===== src/rtl/core/iee_pkg.sv =====
package iee_pkg;

  localparam logic [1:0] CMD_NUM  = 2'd0;
  localparam logic [1:0] CMD_OP   = 2'd1;
  localparam logic [1:0] CMD_END  = 2'd2;
  localparam logic [1:0] CMD_RSVD = 2'd3;

  localparam logic [1:0] OP_ADD = 2'd0;
  localparam logic [1:0] OP_SUB = 2'd1;
  localparam logic [1:0] OP_MUL = 2'd2;
  localparam logic [1:0] OP_DIV = 2'd3;

  localparam logic [1:0] ST_OK    = 2'd0;
  localparam logic [1:0] ST_DIV0  = 2'd1;
  localparam logic [1:0] ST_OVER  = 2'd2;
  localparam logic [1:0] ST_UNDER = 2'd3;

  // Commands from the controller to the datapath.
  typedef struct packed {
    logic load_tok;    // capture the accepted token
    logic push_num;    // push the token's number
    logic push_op;     // push the token's operator
    logic pop_op;      // pop the top operator into the reduce register
    logic rd_right;    // start a read of the top operand
    logic rd_left;     // start a read of the operand under the top
    logic pop_two;     // drop the two operands just read
    logic start_exec;  // start the arithmetic on left and right
    logic push_res;    // push the arithmetic result
    logic flag_under;  // record underflow
    logic load_out;    // move the result into the output register
    logic clear;       // empty both stacks and clear the error
  } iee_cmd_t;

  // Status from the datapath to the controller.
  typedef struct packed {
    logic       ops_empty;
    logic       nums_lt2;
    logic       nums_empty;
    logic       top_hi_prio;  // top operator ranks at or above the token's
    logic       exec_done;
    logic [1:0] tok_cmd;
  } iee_stat_t;

endpackage


===== src/rtl/core/iee_if.sv =====
interface iee_in_if;
  logic        valid;
  logic        ready;
  logic [1:0]  cmd;
  logic signed [31:0] operand;
  logic [1:0]  op_code;
  modport source(output valid, output cmd, output operand, output op_code, input ready);
  modport sink(input valid, input cmd, input operand, input op_code, output ready);
endinterface

interface iee_out_if;
  logic        valid;
  logic        ready;
  logic signed [31:0] value;
  logic [1:0]  status;
  modport source(output valid, output value, output status, input ready);
  modport sink(input valid, input value, input status, output ready);
endinterface


===== src/rtl/core/iee_divider.sv =====
module iee_divider (
  input  logic        clk,
  input  logic        rst_n,
  input  logic        start,
  input  logic [31:0] dividend,
  input  logic [31:0] divisor,
  output logic        done,
  output logic [31:0] quotient
);

  logic [31:0] rem_r, rem_nxt;
  logic [31:0] quo_r, quo_nxt;
  logic [31:0] den_r, den_nxt;
  logic [5:0]  cnt_r, cnt_nxt;
  logic        busy_r, busy_nxt;
  logic        neg_r, neg_nxt;
  logic        done_r, done_nxt;
  logic [32:0] trial;
  logic [32:0] shifted;

  assign shifted = {rem_r, quo_r[31]};
  assign trial   = shifted - {1'b0, den_r};

  // Restoring division on magnitudes, one quotient bit a cycle.
  always_comb begin
    rem_nxt  = rem_r;
    quo_nxt  = quo_r;
    den_nxt  = den_r;
    cnt_nxt  = cnt_r;
    busy_nxt = busy_r;
    neg_nxt  = neg_r;
    done_nxt = 1'b0;
    if (start) begin
      rem_nxt  = '0;
      quo_nxt  = dividend[31] ? (32'd0 - dividend) : dividend;
      den_nxt  = divisor[31] ? (32'd0 - divisor) : divisor;
      neg_nxt  = dividend[31] ^ divisor[31];
      cnt_nxt  = 6'd32;
      busy_nxt = 1'b1;
    end else if (busy_r) begin
      if (!trial[32]) begin
        rem_nxt = trial[31:0];
        quo_nxt = {quo_r[30:0], 1'b1};
      end else begin
        rem_nxt = shifted[31:0];
        quo_nxt = {quo_r[30:0], 1'b0};
      end
      cnt_nxt = cnt_r - 6'd1;
      if (cnt_r == 6'd1) begin
        busy_nxt = 1'b0;
        done_nxt = 1'b1;
      end
    end
  end

  always_ff @(posedge clk) begin
    if (!rst_n) begin
      busy_r <= 1'b0;
      done_r <= 1'b0;
      cnt_r  <= '0;
    end else begin
      busy_r <= busy_nxt;
      done_r <= done_nxt;
      cnt_r  <= cnt_nxt;
    end
    rem_r <= rem_nxt;
    quo_r <= quo_nxt;
    den_r <= den_nxt;
    neg_r <= neg_nxt;
  end

  assign done     = done_r;
  assign quotient = neg_r ? (32'd0 - quo_r) : quo_r;

endmodule


===== src/rtl/core/iee_datapath.sv =====
module iee_datapath #(
  parameter int STACK_DEPTH = 64
) (
  input  logic               clk,
  input  logic               rst_n,
  input  iee_pkg::iee_cmd_t  cmd,
  output iee_pkg::iee_stat_t stat,
  input  logic [1:0]         tok_cmd_in,
  input  logic [31:0]        tok_num_in,
  input  logic [1:0]         tok_op_in,
  output logic [31:0]        res_value,
  output logic [1:0]         res_status
);

  localparam int AW = (STACK_DEPTH > 1) ? $clog2(STACK_DEPTH) : 1;
  localparam int CW = $clog2(STACK_DEPTH + 1);
  localparam logic [CW-1:0] DEPTH_C = CW'(STACK_DEPTH);

  logic [31:0] num_mem [STACK_DEPTH];
  logic [1:0]  op_mem  [STACK_DEPTH];

  logic [CW-1:0] ncnt_r, ncnt_nxt;
  logic [CW-1:0] ocnt_r, ocnt_nxt;
  logic [1:0]    err_r, err_nxt;
  logic [1:0]    tcmd_r;
  logic [31:0]   tnum_r;
  logic [1:0]    top_r;
  logic [1:0]    rop_r;
  logic [31:0]   rd_q;
  logic [31:0]   left_r, right_r;
  logic [31:0]   alu_r;
  logic          rd_r_pend, rd_l_pend;
  logic          exec_busy_r, exec_done_r;
  logic [31:0]   out_val_r;
  logic [1:0]    out_st_r;
  logic          div_start, div_done;
  logic [31:0]   div_q;
  logic [AW-1:0] rd_addr;
  logic          npush, opush;
  logic [31:0]   npush_val;
  logic [1:0]    res_status_w;

  function automatic logic [1:0] first_err(input logic [1:0] cur, input logic [1:0] e);
    first_err = (cur == iee_pkg::ST_OK) ? e : cur;
  endfunction

  // Operand push: a number token or an arithmetic result.
  assign npush     = cmd.push_num || cmd.push_res;
  assign npush_val = cmd.push_res ? alu_r : tnum_r;
  assign opush     = cmd.push_op && (ocnt_r < DEPTH_C);

  always_comb begin
    rd_addr = AW'(ncnt_r - CW'(1));
    if (cmd.rd_left) rd_addr = AW'(ncnt_r - CW'(2));
  end

  always_ff @(posedge clk) begin
    if (npush && ncnt_r < DEPTH_C) num_mem[AW'(ncnt_r)] <= npush_val;
    if (opush) op_mem[AW'(ocnt_r)] <= tnum_r[1:0];
    rd_q <= num_mem[rd_addr];
  end

  // Operator under the top, registered so a pop can refill the top copy.
  logic [1:0] below_q;
  always_ff @(posedge clk) begin
    below_q <= op_mem[AW'(ocnt_r - CW'(2))];
  end

  always_comb begin
    ncnt_nxt = ncnt_r;
    ocnt_nxt = ocnt_r;
    err_nxt  = err_r;
    if (npush) begin
      if (ncnt_r < DEPTH_C) ncnt_nxt = ncnt_r + CW'(1);
      else err_nxt = first_err(err_r, iee_pkg::ST_OVER);
    end
    if (cmd.push_op) begin
      if (ocnt_r < DEPTH_C) ocnt_nxt = ocnt_r + CW'(1);
      else err_nxt = first_err(err_r, iee_pkg::ST_OVER);
    end
    if (cmd.pop_op)  ocnt_nxt = ocnt_r - CW'(1);
    if (cmd.pop_two) ncnt_nxt = ncnt_r - CW'(2);
    if (cmd.flag_under) err_nxt = first_err(err_r, iee_pkg::ST_UNDER);
    if (cmd.start_exec && rop_r == iee_pkg::OP_DIV && right_r == 32'd0)
      err_nxt = first_err(err_nxt, iee_pkg::ST_DIV0);
    if (cmd.clear) begin
      ncnt_nxt = '0;
      ocnt_nxt = '0;
      err_nxt  = iee_pkg::ST_OK;
    end
  end

  assign div_start = cmd.start_exec && rop_r == iee_pkg::OP_DIV && right_r != 32'd0;

  iee_divider u_div (
    .clk      (clk),
    .rst_n    (rst_n),
    .start    (div_start),
    .dividend (left_r),
    .divisor  (right_r),
    .done     (div_done),
    .quotient (div_q)
  );

  always_ff @(posedge clk) begin
    if (!rst_n) begin
      ncnt_r      <= '0;
      ocnt_r      <= '0;
      err_r       <= iee_pkg::ST_OK;
      rd_r_pend   <= 1'b0;
      rd_l_pend   <= 1'b0;
      exec_busy_r <= 1'b0;
      exec_done_r <= 1'b0;
    end else begin
      ncnt_r    <= ncnt_nxt;
      ocnt_r    <= ocnt_nxt;
      err_r     <= err_nxt;
      rd_r_pend <= cmd.rd_right;
      rd_l_pend <= cmd.rd_left;
      if (cmd.start_exec) begin
        exec_busy_r <= (rop_r == iee_pkg::OP_DIV) && (right_r != 32'd0);
        exec_done_r <= !((rop_r == iee_pkg::OP_DIV) && (right_r != 32'd0));
      end else if (exec_busy_r && div_done) begin
        exec_busy_r <= 1'b0;
        exec_done_r <= 1'b1;
      end else begin
        exec_done_r <= 1'b0;
      end
    end
    if (cmd.load_tok) begin
      tcmd_r <= tok_cmd_in;
      tnum_r <= (tok_cmd_in == iee_pkg::CMD_OP) ? {tok_num_in[31:2], tok_op_in} : tok_num_in;
    end
    if (opush) top_r <= tnum_r[1:0];
    else if (cmd.pop_op) top_r <= below_q;
    if (cmd.pop_op) rop_r <= top_r;
    if (rd_r_pend) right_r <= rd_q;
    if (rd_l_pend) left_r  <= rd_q;
    if (cmd.start_exec) begin
      case (rop_r)
        iee_pkg::OP_ADD: alu_r <= left_r + right_r;
        iee_pkg::OP_SUB: alu_r <= left_r - right_r;
        iee_pkg::OP_MUL: alu_r <= left_r * right_r;
        default:         alu_r <= 32'd0;
      endcase
    end else if (exec_busy_r && div_done) begin
      alu_r <= div_q;
    end
    if (cmd.load_out) begin
      out_val_r <= (ncnt_r == '0) ? 32'd0 : rd_q;
      out_st_r  <= res_status_w;
    end
  end

  assign res_status_w = (ncnt_r == '0) ? first_err(err_r, iee_pkg::ST_UNDER) : err_r;

  assign stat.ops_empty   = (ocnt_r == '0);
  assign stat.nums_lt2    = (ncnt_r < CW'(2));
  assign stat.nums_empty  = (ncnt_r == '0);
  assign stat.top_hi_prio = top_r[1] || !tnum_r[1];
  assign stat.exec_done   = exec_done_r;
  assign stat.tok_cmd     = tcmd_r;

  assign res_value  = out_val_r;
  assign res_status = out_st_r;

endmodule


===== src/rtl/core/iee_ctrl.sv =====
module iee_ctrl (
  input  logic               clk,
  input  logic               rst_n,
  input  logic               in_fire,
  output logic               in_rdy,
  input  logic               out_busy,
  output logic               out_set,
  input  iee_pkg::iee_stat_t stat,
  output iee_pkg::iee_cmd_t  cmd
);

  localparam logic [3:0] S_IDLE  = 4'd0;
  localparam logic [3:0] S_DISP  = 4'd1;
  localparam logic [3:0] S_CHECK = 4'd2;
  localparam logic [3:0] S_POP   = 4'd3;
  localparam logic [3:0] S_RDR   = 4'd4;
  localparam logic [3:0] S_RDL   = 4'd5;
  localparam logic [3:0] S_EXEC  = 4'd6;
  localparam logic [3:0] S_WAIT  = 4'd7;
  localparam logic [3:0] S_PUSHR = 4'd8;
  localparam logic [3:0] S_TOP   = 4'd9;
  localparam logic [3:0] S_OUT   = 4'd10;
  localparam logic [3:0] S_HOLD  = 4'd11;
  localparam logic [3:0] S_POPW  = 4'd12;

  logic [3:0] state_r, state_nxt;

  always_comb begin
    state_nxt = state_r;
    cmd       = '0;
    out_set   = 1'b0;
    in_rdy    = (state_r == S_IDLE);
    case (state_r)
      S_IDLE: begin
        if (in_fire) begin
          cmd.load_tok = 1'b1;
          state_nxt    = S_DISP;
        end
      end
      S_DISP: begin
        case (stat.tok_cmd)
          iee_pkg::CMD_NUM: begin
            cmd.push_num = 1'b1;
            state_nxt    = S_IDLE;
          end
          iee_pkg::CMD_OP:  state_nxt = S_CHECK;
          iee_pkg::CMD_END: begin
            cmd.push_num = 1'b1;
            state_nxt    = S_CHECK;
          end
          default: state_nxt = S_IDLE;
        endcase
      end
      S_CHECK: begin
        if (!stat.ops_empty &&
            (stat.tok_cmd == iee_pkg::CMD_END || stat.top_hi_prio)) begin
          state_nxt = S_POP;
        end else if (stat.tok_cmd == iee_pkg::CMD_END) begin
          cmd.rd_right = 1'b1;
          state_nxt    = S_TOP;
        end else begin
          cmd.push_op = 1'b1;
          state_nxt   = S_IDLE;
        end
      end
      S_POP: begin
        // The operator under the top is fetched in the cycle before the pop.
        state_nxt = S_POPW;
      end
      S_POPW: begin
        cmd.pop_op = 1'b1;
        if (stat.nums_lt2) begin
          cmd.flag_under = 1'b1;
          state_nxt      = S_CHECK;
        end else begin
          cmd.rd_right = 1'b1;
          state_nxt    = S_RDR;
        end
      end
      S_RDR: begin
        cmd.rd_left = 1'b1;
        state_nxt   = S_RDL;
      end
      S_RDL: begin
        cmd.pop_two = 1'b1;
        state_nxt   = S_EXEC;
      end
      S_EXEC: begin
        cmd.start_exec = 1'b1;
        state_nxt      = S_WAIT;
      end
      S_WAIT: begin
        if (stat.exec_done) state_nxt = S_PUSHR;
      end
      S_PUSHR: begin
        cmd.push_res = 1'b1;
        state_nxt    = S_CHECK;
      end
      S_TOP: begin
        state_nxt = S_OUT;
      end
      S_OUT: begin
        if (!out_busy) begin
          cmd.load_out = 1'b1;
          out_set      = 1'b1;
          state_nxt    = S_HOLD;
        end
      end
      S_HOLD: begin
        cmd.clear = 1'b1;
        state_nxt = S_IDLE;
      end
      default: state_nxt = S_IDLE;
    endcase
  end

  always_ff @(posedge clk) begin
    if (!rst_n) state_r <= S_IDLE;
    else        state_r <= state_nxt;
  end

endmodule


===== src/rtl/core/infix_expression_evaluator.sv =====
// Two-stack infix evaluator. Tokens enter one at a time on the in channel:
// a number, an operator, or a number that ends the expression; only the
// ending number yields a request on the out channel carrying the value and
// the first error seen (divide by zero, stack overflow, stack underflow).
// Each operator token first reduces the stacked operators that rank at or
// above it, and an ending number reduces them all. A reduction with too
// few operands records underflow; a division by a nonzero value waits on
// the one-bit-a-cycle divider. The output register lets the block take
// new tokens while a result waits; a second ending number then stalls
// until the waiting result is taken.
module infix_expression_evaluator #(
  parameter int STACK_DEPTH = 64
) (
  input logic  clk,
  input logic  rst_n,
  iee_in_if.sink    in_ch,
  iee_out_if.source out_ch
);

  iee_pkg::iee_cmd_t  cmd;
  iee_pkg::iee_stat_t stat;
  logic        in_rdy, out_set, in_fire;
  logic        out_valid_r;
  logic [31:0] res_value;
  logic [1:0]  res_status;

  assign in_fire     = in_ch.valid && in_rdy;
  assign in_ch.ready = in_rdy;

  iee_ctrl u_ctrl (
    .clk      (clk),
    .rst_n    (rst_n),
    .in_fire  (in_fire),
    .in_rdy   (in_rdy),
    .out_busy (out_valid_r && !out_ch.ready),
    .out_set  (out_set),
    .stat     (stat),
    .cmd      (cmd)
  );

  iee_datapath #(.STACK_DEPTH(STACK_DEPTH)) u_dp (
    .clk        (clk),
    .rst_n      (rst_n),
    .cmd        (cmd),
    .stat       (stat),
    .tok_cmd_in (in_ch.cmd),
    .tok_num_in (in_ch.operand),
    .tok_op_in  (in_ch.op_code),
    .res_value  (res_value),
    .res_status (res_status)
  );

  always_ff @(posedge clk) begin
    if (!rst_n) out_valid_r <= 1'b0;
    else if (out_set) out_valid_r <= 1'b1;
    else if (out_ch.ready) out_valid_r <= 1'b0;
  end

  assign out_ch.valid  = out_valid_r;
  assign out_ch.value  = res_value;
  assign out_ch.status = res_status;

`ifndef SYNTHESIS
  a_no_load_while_busy: assert property (@(posedge clk) disable iff (!rst_n)
    out_set |-> !(out_valid_r && !out_ch.ready))
    else $error("result overwritten while waiting");
  a_valid_holds: assert property (@(posedge clk) disable iff (!rst_n)
    out_valid_r && !out_ch.ready |=> out_valid_r)
    else $error("result dropped while stalled");
  a_one_at_a_time: assert property (@(posedge clk) disable iff (!rst_n)
    in_fire |=> !in_rdy)
    else $error("token accepted while busy");
`endif

endmodule


===== src/flat_wrapper.sv =====
// flat-port wrapper written by rule: the top's interface ports become plain ports
module infix_expression_evaluator_flat 
#(
  parameter int STACK_DEPTH = 64
)
  (clk, rst_n, in_ch_valid, in_ch_cmd, in_ch_operand, in_ch_op_code, in_ch_ready, out_ch_valid, out_ch_value, out_ch_status, out_ch_ready);
  iee_in_if in_ch_i ();
  iee_out_if out_ch_i ();
  input logic clk;
  input logic rst_n;
  input wire logic [$bits(in_ch_i.valid)-1:0] in_ch_valid;
  input wire logic [$bits(in_ch_i.cmd)-1:0] in_ch_cmd;
  input wire logic [$bits(in_ch_i.operand)-1:0] in_ch_operand;
  input wire logic [$bits(in_ch_i.op_code)-1:0] in_ch_op_code;
  output wire logic [$bits(in_ch_i.ready)-1:0] in_ch_ready;
  output wire logic [$bits(out_ch_i.valid)-1:0] out_ch_valid;
  output wire logic [$bits(out_ch_i.value)-1:0] out_ch_value;
  output wire logic [$bits(out_ch_i.status)-1:0] out_ch_status;
  input wire logic [$bits(out_ch_i.ready)-1:0] out_ch_ready;
  assign in_ch_i.valid = in_ch_valid;
  assign in_ch_i.cmd = in_ch_cmd;
  assign in_ch_i.operand = in_ch_operand;
  assign in_ch_i.op_code = in_ch_op_code;
  assign in_ch_ready = in_ch_i.ready;
  assign out_ch_valid = out_ch_i.valid;
  assign out_ch_value = out_ch_i.value;
  assign out_ch_status = out_ch_i.status;
  assign out_ch_i.ready = out_ch_ready;
  infix_expression_evaluator #(.STACK_DEPTH(STACK_DEPTH)) u_core (.clk(clk), .rst_n(rst_n), .in_ch(in_ch_i), .out_ch(out_ch_i));
endmodule

===== config.mk =====
export PLATFORM = sky130hd
export DESIGN_NAME = infix_expression_evaluator_flat
export DESIGN_NICKNAME = d
export VERILOG_FILES = /design/src/rtl/core/iee_pkg.sv /design/src/rtl/core/iee_if.sv /design/src/rtl/core/iee_divider.sv /design/src/rtl/core/iee_datapath.sv /design/src/rtl/core/iee_ctrl.sv /design/src/rtl/core/infix_expression_evaluator.sv /design/src/flat_wrapper.sv
export SDC_FILE = /design/constraint.sdc
export NUM_CORES = 2
export LEC_CHECK = 0
export ABC_AREA = 1
export BUFFER_PORTS_ARGS = -buffer_cell sky130_fd_sc_hd__buf_2
export CAP_MARGIN = 20
export CORE_MARGIN = 1
export CORE_UTILIZATION = 30
export DETAILED_ROUTE_END_ITERATION = 7
export PLACE_DENSITY = 0.42
export SLEW_MARGIN = 20
export SYNTH_ARGS = -nofsm -noshare
export SYNTH_HDL_FRONTEND = slang
export SYNTH_HIERARCHICAL = 1
export SYNTH_SLANG_ARGS = --single-unit
export TNS_END_PERCENT = 100

===== constraint.sdc =====
create_clock -name clk -period 6.7 [get_ports clk]
set_clock_uncertainty 0.05 [all_clocks]
set_input_delay 0.335 -clock clk [delete_from_list [all_inputs] [get_ports clk]]
set_output_delay 0.335 -clock clk [all_outputs]
set_load 0.005 [all_outputs]

==> impl_metrics.csv <==
group,metric,value,unit
routing,routed_wl,443.4,mm
clocking,cts-buffers-inserted,298,
timing,min_period_over_period,103.7,%
global_route,grt_pass1_vias,87474,
clocking,cts_tree,"done",
yosys,synth_area,122700,µm²
yosys,syn-instance-count,11368,
global_route,track_usage,21.03,%
yosys,synth_ff_type,"edfxtp_1",
clocking,clkLatencyLatePin,0.95,ns
setup_path,required,7.34,ns
setup_path,start_kind,"flop",
yosys,yosysUniqueCellTypes,58,
timing,drv_slew,0,
run_status,outcome,"complete, but fails checks",
yosys,syn_avg_cell_area,10.79,µm²
pwr,total_leakage_power,54.26,nW
clocking,clockRootBuffer,"clkbuf_16",
timing,rsz0062_at_grt,"yes",
floorplan,core-area,406700,µm²
yosys,synth_edf_count,2409,
hold_path,hp-class,"in -> reg",
setup_path,worstPathArrival,7.59,ns
setup_path,rr_startpoint,"u_core/u_dp/left_r[17]",
yosys,synthArstFlopShare,0,%
yosys,synthesis.nets,12032,
yosys,yosysWarnings,6,
yosys,synth_fa_ha_area_share,8.877,%
yosys,synth-xor-area-share,1.056,%
yosys,synth-seq-cells,2508,
floorplan,die_x,641.5,µm
clocking,clkSinkCount,2508,
final_layout,instances_no_fill,17417,
placed_design,port_buffers,75,
run,drv_cap,0,
setup_path,regToRegSetupSlack,-0.25,ns
final_layout,regArea,74320,µm²
timing,max_slew_margin,20.36,%
clocking,cts_buffer_depth,4,
yosys,synth-simple-area-share,11.98,%
setup_path,critPathKind,"reg -> reg",
timing,finalSetupViolCount,9,
setup_path,cp-startpoint,"u_core/u_dp/left_r[17]",
global_route,grt_max_degree,170,
timing,finalHoldViolCount,0,
setup_path,end_kind,"flop",
setup_path,timing.critical_path.fanout_max,6,
floorplan,io_pins,76,
routing,wl_per_cell,25.46,µm
yosys,synth_top_family_by_area,"simple AND/OR/NAND/NOR gates",
clocking,htreeDepth,5,
placed_design,dp.cells,16779,
setup_path,setup.worst_path.end,"u_core/u_dp/alu_r[31]",
final_layout,layout_common_cells,"edfxtp_1, nor2_1, nand2_1, o21ai_0, inv_1",
pwr,powerDensity,328.8,nW/µm²
floorplan,start_util,30.17,%
floorplan,fp.dieH,641.5,µm
timing,min_period,6.950,ns
yosys,synthMuxAreaShare,0.01835,%
routing,drc,0,
routing,drt-pass1-iter-count,6,
final_layout,layout-drive-gt1-share,12.38,%
routing,ant_nets,0,
routing,viasPerCell,5.062,
setup_path,reg2reg_to,"u_core/u_dp/alu_r[31]",
final_layout,final_common_cell,"edfxtp_1",
timing,setup_slack,-0.2500,ns
final_layout,final_nets,12415,
placed_design,place_congestion,0.9039,
run_status,violations,"negative setup slack",
timing,max_freq,143.9,MHz
yosys,synth-seq-area-share,60.57,%
pwr,p_total,47.49,mW
floorplan,dieArea,411600,µm²
floorplan,rows,234,
final_layout,fillCellCount,40095,
global_route,grt_pass1_wl,630.2,mm
yosys,synth-compound-area-share,11.29,%
routing,via_count,88165,
final_layout,multi_input_area,42390,µm²
global_route,overflow,0,
global_route,antenna_found_initial,38,
pwr,peakVddDrop,281.5,µV
routing,drt_iter0_markers,8444,
clocking,clkTransAtPathRegs,0.06,ns
timing,tightest_slew,1.192,ns
setup_path,reg2regPathDepth,24,
placed_design,dp_hpwl,284.9,mm
final_layout,syn2layout_area_growth,17.72,%
-- cells by family (layout without fill, tap and decap cells) --
group,after synthesis,after routing
adder cells (fa/ha/maj),624,624
other,0,9
AO/OA/AOI/OAI,2476,2476
XOR/XNOR,148,148
flip-flops,2508,2508
multiplexers,2,2
AND/OR/NAND/NOR,3697,3697
buffers and inverters,1913,2525
-- how the worst min path moves through the flow --
stage	start	cells past startpoint	endpoint
finish	in_ch_operand[26]	2	u_core/u_dp/tnum_r[26]
global route	in_ch_operand[26]	2	u_core/u_dp/tnum_r[26]
CTS	in_ch_operand[26]	2	u_core/u_dp/tnum_r[26]
detailed placement	u_core/u_dp/top_r[0]	0	u_core/u_dp/rop_r[0]
global placement	u_core/u_dp/top_r[0]	0	u_core/u_dp/rop_r[0]
floorplan	u_core/u_dp/top_r[0]	0	u_core/u_dp/rop_r[0]
-- synth_stat cells (all sizes together) (3+ instances only) --
library cell,count,area [µm²]
edfxtp,2409,72340
nor2,1770,6676
o21ai,1538,7709
nand2,1499,5704
inv,1266,4752
o22ai,528,3303
clkbuf,463,1749
fa,411,8228
nand3,278,1411
ha,213,2665
buf,179,1106
a21oi,162,825.8
o221ai,143,1252
xor2,101,884.6
dfxtp,99,1982
nor3,54,290.3
xnor2,47,411.6
nand4,39,244.0
a31oi,38,237.7
or2,33,206.5
o211ai,26,195.2
a21o,14,105.1
nor4,10,62.56
nand3b,6,45.04
o21bai,6,45.04
and2,5,31.28
clkinv,5,18.77
a21boi,4,30.03
a221oi,4,41.29
o31ai,3,22.52
-- metal layers --
layer / GRT usage (%) / share of wire (%) / vias up
met5: 0 / 0.0020 / -
met4: 5.697 / 2.9 / 2
met2: 33.93 / 46 / 2734
li1: - / - / 39868
met1: 29.17 / 44 / 45044
met3: 3.479 / 6.8 / 517
-- sequential cells by signal, summed over array words and instances (netlist names), 32 cells and up --
register                 cells
u_core/u_dp/alu_r           32
u_core/u_dp/left_r          32
u_core/u_dp/num_mem       2048
u_core/u_dp/op_mem         128
u_core/u_dp/rd_q            32
u_core/u_dp/res_value       32
u_core/u_dp/right_r         32
u_core/u_dp/tnum_r          32
u_core/u_dp/u_div/den_r     32
u_core/u_dp/u_div/quo_r     32
u_core/u_dp/u_div/rem_r     32
-- where the power goes --
group	switching [mW]	internal, mW
Combinational	8.57	4.28
Sequential	0.533	18.0
Clock	6.71	9.34
Total	15.8	31.7
-- critical path, cell delays in order (launching register included) --
cell      delay [ns]
edfxtp_1        0.44
buf_8           0.19
buf_4           0.14
nand2_1         0.06
inv_1           0.05
fa_1            0.57
inv_1           0.07
fa_1            0.53
fa_1            0.45
fa_1            0.54
fa_1            0.56
fa_1            0.53
fa_1            0.51
fa_1            0.55
inv_2           0.10
ha_4            0.28
nand4_1         0.18
nor2_2          0.17
nand4_1         0.09
nand4_1         0.23
nand3_1         0.12
nand3_1         0.11
nand2_1         0.06
nand2_1         0.06
nand2_1         0.06
-- final cells by class --
| cell class | count | area share, % |
|---|---|---|
| sequential | 2508 | 51.45 |
| timing repair buffer | 725 | 4.548 |
| inverter | 1271 | 3.331 |
| clock inverter | 143 | 1.123 |
| antenna | 9 | 0.01559 |
| clock buffer | 386 | 5.482 |
| multi-input combinational | 6947 | 29.35 |
| tap | 5428 | 4.702 |
-- stage by stage --
step | worst slack (ns) | area, µm² | TNS [ns] | hold WS [ns] | utilization [%]
detailed placement | -0.4449 | 132800 | -4.061 | 0.3646 | 32.66
CTS | -0.1812 | 143400 | -1.191 | 0.008384 | 35.25
global placement | -0.4140 | 132700 | -3.723 | 0.3567 | 32.63
floorplan | 0.02322 | 122800 | 0 | 0.3503 | -
finish | -0.2500 | 144400 | -1.163 | 0.05916 | 35.52
global route | -0.4574 | 144400 | -4.788 | 0.003924 | 35.51
-- what timing repair did --
| item | 4_1_cts | 5_1_grt |
|---|---|---|
| pin swaps | 76 | 110 |
| gates resized for setup | 124 | 191 |
| endpoints found under the setup margin | 22 | 22 |
| gates cloned | 0 | 1 |
| hold endpoints to repair | 60 | 0 |
| hold buffers | 40 | 0 |
| buffers inserted | 26 | 35 |
Power figures use the tool's default switching activity.
